### src/hdl/btb_two_level_branch_predictor_defines.svh
// Assertion macros shared by the branch predictor RTL.
// Included by the modules that carry concurrent assertions; depends on nothing.
`ifndef BTB_TWO_LEVEL_BRANCH_PREDICTOR_DEFINES_SVH
`define BTB_TWO_LEVEL_BRANCH_PREDICTOR_DEFINES_SVH
`ifndef SYNTHESIS
`define BTB_ASSERT_SAME(label, clk, rst_n, ante, cons) \
    label: assert property (@(posedge clk) disable iff (!rst_n) (ante) |-> (cons)) \
        else $error("assertion failed");
`define BTB_ASSERT_NEXT(label, clk, rst_n, ante, cons) \
    label: assert property (@(posedge clk) disable iff (!rst_n) (ante) |=> (cons)) \
        else $error("assertion failed");
`else
`define BTB_ASSERT_SAME(label, clk, rst_n, ante, cons)
`define BTB_ASSERT_NEXT(label, clk, rst_n, ante, cons)
`endif
`endif

### src/hdl/btbp_pkg.sv
// Package for the branch predictor: payload and configuration types, codes, constants.
// Used by every module of the block except btbp_ram; depends on nothing.
package btbp_pkg;

    localparam int DEF_MAX_ENTRIES = 32;
    localparam int DEF_MAX_HISTORY = 8;
    localparam int TAG_W           = 30;
    localparam int CFG_DATA_W      = 5;
    localparam int SHARE_LO_BIT    = 2;
    localparam int SHARE_HI_BIT    = 16;
    localparam logic [31:0] PC_STEP   = 32'd4;
    localparam logic [1:0]  CTR_RESET = 2'd1;
    localparam logic [1:0]  CTR_MAX   = 2'd3;
    localparam logic [1:0]  CTR_TAKEN = 2'd2;
    localparam logic        OP_PREDICT = 1'b0;
    localparam logic        OP_UPDATE  = 1'b1;
    localparam logic [1:0]  SHARE_NONE = 2'd0;
    localparam logic [1:0]  SHARE_PC2  = 2'd1;
    localparam logic [1:0]  SHARE_PC16 = 2'd2;

    typedef enum logic [2:0] {
        CFG_LOG2_ENTRIES = 3'd0,
        CFG_HISTORY_BITS = 3'd1,
        CFG_TAG_BITS     = 3'd2,
        CFG_COUNTER_INIT = 3'd3,
        CFG_GLOBAL_HIST  = 3'd4,
        CFG_GLOBAL_TABLE = 3'd5,
        CFG_SHARE_MODE   = 3'd6
    } t_cfg_idx;

    typedef enum logic [2:0] {
        ST_CLEAR,
        ST_IDLE,
        ST_LOOKUP,
        ST_FILL,
        ST_EXEC
    } t_state;

    typedef struct packed {
        logic        operation;
        logic [31:0] pc;
        logic [31:0] actual_target;
        logic        actual_taken;
        logic [31:0] prior_prediction;
    } t_in;

    typedef struct packed {
        logic        predicted_taken;
        logic [31:0] predicted_target;
        logic        mispredicted;
        logic [31:0] branch_count;
        logic [31:0] flush_count;
    } t_out;

    typedef struct packed {
        logic [2:0] log2_entries;
        logic [3:0] history_bits;
        logic [4:0] tag_bits;
        logic [1:0] counter_init;
        logic       use_global_history;
        logic       use_global_table;
        logic [1:0] share_mode;
    } t_cfg;

    typedef struct packed {
        logic valid;
        logic pop;
    } t_q_ctrl;

endpackage

### src/hdl/btbp_front.sv
// Front end: accepts transactions into a two-entry queue for the back end.
// Depends on btbp_pkg.
module btbp_front
    import btbp_pkg::*;
(
    input  logic    i_clk,
    input  logic    i_rst_n,
    input  logic    i_in_valid,
    output logic    o_in_stall,
    input  t_in     i_in,
    output t_q_ctrl o_q_ctrl_valid,
    input  logic    i_pop,
    output t_in     o_q_item
);
    t_in        r_mem [2];
    logic       r_wp, r_rp;
    logic [1:0] r_cnt;
    logic       push;

    assign o_in_stall = (r_cnt == 2'd2);
    assign push = i_in_valid && !o_in_stall;
    assign o_q_ctrl_valid.valid = (r_cnt != 2'd0);
    assign o_q_ctrl_valid.pop = i_pop && (r_cnt != 2'd0);
    assign o_q_item = r_mem[r_rp];

    always_ff @(posedge i_clk) begin
        if (push) begin
            r_mem[r_wp] <= i_in;
        end
        if (!i_rst_n) begin
            r_wp  <= 1'b0;
            r_rp  <= 1'b0;
            r_cnt <= 2'd0;
        end else begin
            if (push) begin
                r_wp <= ~r_wp;
            end
            if (o_q_ctrl_valid.pop) begin
                r_rp <= ~r_rp;
            end
            r_cnt <= r_cnt + 2'(push) - 2'(o_q_ctrl_valid.pop);
        end
    end
endmodule

### config.mk
export PLATFORM = sky130hd
export DESIGN_NAME = btbp_front
export DESIGN_NICKNAME = d
export VERILOG_FILES = /design/src/hdl/btb_two_level_branch_predictor_defines.svh /design/src/hdl/btbp_pkg.sv /design/src/hdl/btbp_front.sv
export SDC_FILE = /design/constraint.sdc
export NUM_CORES = 1
export LEC_CHECK = 0
export ABC_AREA = 1
export BUFFER_PORTS_ARGS = -buffer_cell sky130_fd_sc_hd__buf_2
export CAP_MARGIN = 20
export CORE_MARGIN = 2
export CORE_UTILIZATION = 45
export DETAILED_ROUTE_END_ITERATION = 8
export PLACE_DENSITY = 0.79
export SETUP_SLACK_MARGIN = 0.1
export SLEW_MARGIN = 25
export SYNTH_ARGS = -nofsm -noshare
export SYNTH_HDL_FRONTEND = slang
export SYNTH_SLANG_ARGS = --single-unit
### constraint.sdc
create_clock -name i_clk -period 5.8 [get_ports i_clk]
set_input_delay 0.29 -clock i_clk [delete_from_list [all_inputs] [get_ports i_clk]]
set_output_delay 0.29 -clock i_clk [all_outputs]
set_load 0.01 [all_outputs]
After elaboration in Yosys (flattened, before gate mapping). Memories as Yosys holds them, arrays and structs flattened. A register that Yosys moved wholly into a read port is not among the register bits. Index checks and enable logic that the tools add are counted.

Memories: 1. Bits in registers: 4. Output and inout bits: 101. Memory bits (read-only): 0. Bits in latches: 0. Bits of input ports: 102. Bits in writable memories: 196.

Reductions and logical operators: 4. Bitwise logic cells: 2. Multiplexer cells: 4. Div/mod/pow operators: 0. $lt $le $gt $ge: 0. Add/sub/neg operators: 2. Multipliers: 0. Eq/ne operators: 1. Shift operators: 0.

Memories: r_mem (words 2, bits a word 98, rd ports 1, clocked after Yosys merged registers in 1, wr ports 1, RTL line btbp_front.sv:15) `t_in r_mem [2];`.

Operator list (number): $mux W1 (4); $add A2 B1 Y2 (1); $eq A2 B2 Y1 const B (1); $logic_and A1 B1 Y1 (2); $not A1 Y1 (2); $reduce_bool A2 Y1 (1); $sub A2 B1 Y2 (1); $logic_not A1 Y1 (1).

Depth between registers and ports, before layout.
Word-level depth: 5. Gate-level depth with buffers: 11. Depth with buffers taken out: 11.

Worst setup path before layout. No wires, ideal clock.

Kind: register to register. Start point: register r_cnt[0]. End point: memory r_mem[0][0] in the netlist's numbering (enable). Slack: 0.606 ns. Setup time: 0.555 ns. Stages on the path, launching flop included: 5. Clock period less this slack: 5.194 ns. Arrival: 4.639 ns. Path buffers: 0. Cells stage by stage: dfxtp_1 > inv_1 > nand2_1 > nand2_1 > nor2_1.

Word-level cells in the longest chain between the ends: 5.

Ends and longest elaborated chain: start, declared (RTL line btbp_front.sv:17) `logic [1:0] r_cnt;`; start signal, assigned (RTL line btbp_front.sv:41) `r_cnt <= r_cnt + 2'(push) - 2'(o_q_ctrl_valid.pop);`; $eq A2 B2 Y1 (RTL line btbp_front.sv:20) `assign o_in_stall = (r_cnt == 2'd2);`; $logic_not A1 Y1 (RTL line btbp_front.sv:21) `assign push = i_in_valid && !o_in_stall;`; $logic_and A1 B1 Y1 (RTL line btbp_front.sv:21); $mux W1 (RTL line btbp_front.sv:27) `if (push) begin`; $mux W1 (not written as such) (RTL line btbp_front.sv:28) `r_mem[r_wp] <= i_in;`; end, declared (RTL line btbp_front.sv:15).

No other way between the ends.

==> run metrics <==
outcome=finished clean; WL/cell=around 17 microns; pwr dens=402 mW/mm^2; gpl congestion=slightly above 0.7; initial DRC count=274; Initial Util=approximately 46%; Post-synth top cells=edfxtp_1, mux2_2, mux2_4, nand2_1; Final period util=49.5%; Synth Net Count=between 400 and 500; Routed Antenna Nets=0; max_cap viols=0; area of the die=between 0.015 and 0.02 sq mm; io pins=around 200; Rel. slew slack=51.3%; Syn Std Cell Area=about 0.0074 sq mm; actual slew at the worst max-slew pin=0.730 ns; DRT Wirelength=15200 microns; minimum clock period=between 2 and 3 ns; Ant. Diodes=0; critical-path maximum fanout=50; IO buf count=a little over 200; HP Class=in -> reg; Clock Path Buffers=3; CP Data Arrival Time=2.58 ns; DR pass1 iterations=4; Resize count post-CTS=0; Startpoint Class=flop; # nets final=around 750; # DRC=0; WP data required=5.51 ns; routed vias/inst=roughly 4.8; worst hold slack=approximately 0.013 ns; layout cells sized above 1=around half; count leader, synth=edfxtp_1; initial antenna violation count=0; Clock Sinks=roughly 200; Post-synth ARST share=0%; setup TNS=0 ns; clk root buf=clkbuf_16; total CTS buffers=20; GRT overflow=0; Final Skew=~0.011 ns; Cell variety after synth=12; endpoints failing setup=0; row count=46; Core ar.=between 0.015 and 0.02 sq mm; Synth Warn #=0; DP Wirelength=a little over 9000 microns; number of global-route vias before repair=4707; Final Worst Setup Slack=about 3 ns; final hold vios=0; peak supply drop=roughly 0.00027 V; Post-Synthesis Cells=around 340; first-pass GRT wire length=23400 microns; vias=4220; critical path endpoint category=primary output; synthesis-to-finish area growth=36.3%; RSZ-0062 raised after global routing=false; placed inst area=roughly 0.0086 sq mm; largest net degree at the start of global routing=between 50 and 60; FMAX=about 350 MHz; crit path kind=reg -> out; GRT Total Usage=between 15 and 20%; final instance area=0.0101 sq mm; Syn Area/Cell=21.6 sq um; synth top area cells=edfxtp_1, mux2_2, mux2_4; FF+latch count, synth=approximately 200; H-tree depth=1; clock-pin slew on the worst setup and hold paths=about 0.060 ns; worst slack, placed=~3.4 ns; Die Height=132 microns; die width=132 microns; Pleak=a little under 4 nW; TritonCTS clock tree=done; Synth area leader=edfxtp_1; post-synth top area share=between 70% and 80%; Post-synth EDFFs=a little under 200; sequential element share of the synthesized area=between 80 and 90%; worst skew pair latency=0.48 ns; Fillers=1091; Synth Flop Type=edfxtp_1; max-slew violations=0
## final cells by class
type	count	area (sq um)	share of cell area [%]
flip-flops and latches	201	5990	59.5
repair buffers	290	1880	18.7
multi-input cells	122	1300	12.9
clock buffers	29	576	5.71
well taps	216	270	2.68
inverters	8	32.5	0.323
clock inverters	6	23.8	0.236
## path summary, 6_finish.rpt
kind                       startpoint                      to  slack (ns)  depth (start not counted)
setup reg to reg  r_cnt[0]$_SDFF_PN0_  r_mem[1][12]$_DFFE_PP_        3.41                          5
hold / removal               i_in[55]  r_mem[0][55]$_DFFE_PP_        0.01                          1
setup / recovery                 flop            o_q_item[42]        2.93                          3
hold reg to reg     r_rp$_SDFFE_PN0P_                    flop        0.58                          2
## metrics by stage
step                      std cells  util (%)  total power [mW]
final                           872      63.2              4.05
after global routing            872      63.2              4.22
after CTS                       870      63.1              4.07
after detailed placement        753      54.2              2.85
after global placement          753      54.2              2.81
after floorplan                 342         -              2.53
## layout by cell type (no fill, tap or decap), types with 5 or more instances in the layout
cell type,netlist,layout
buf_2,7,202
mux2_4,20,20
inv_1,8,7
clkbuf_16,0,21
clkbuf_1,0,6
dlygate4sd3_1,0,84
nor2_1,8,7
mux2_2,78,78
nand2_1,9,9
clkinv_1,0,5
edfxtp_1,196,196
## critical path, cell delays in order, from the launching register on
cell     delay [ns]
dfxtp_4        0.80
buf_4          0.68
mux2_2         0.43
buf_2          0.14
## routing by layer
layer  GRT usage, %  vias up  wire [microns]
met5              0        -               0
met4           5.92        0             384
met3           3.69       36             902
met2           31.7      175            8180
met1           18.5     2076            5720
li1               -     1933               -
## cell families after synthesis
group                      after synthesis  synth area share, %
buffers and inverters                   19                 1.49
and+or+nand+nor                         20                 1.07
adders and majority gates                2                0.339
AOI/OAI and AO/OA                        2                0.135
DFF                                    201                 81.0
muxes                                   98                 16.0
## registers in the layout, indices dropped and copies added, names as in the netlist, named ones only
name	cells
r_mem	196
r_rp	1
r_wp	1
r_cnt	2
## where the power goes
group | internal, mW | switching (mW) | leakage (nW)
Combinational | 0.456 | 0.481 | 1.70
Clock | 0.685 | 0.490 | 0.292
Sequential | 1.84 | 0.0983 | 1.87
Total | 2.98 | 1.07 | 3.87
## timing repair
| action | in CTS | in global routing |
|---|---|---|
| endpoints found under the hold margin | 164 | 3 |
| endpoints found under the setup margin | 0 | 0 |
| buffers inserted | 0 | 0 |
| hold buffers | 82 | 2 |
(Power assumes the default switching activity.)
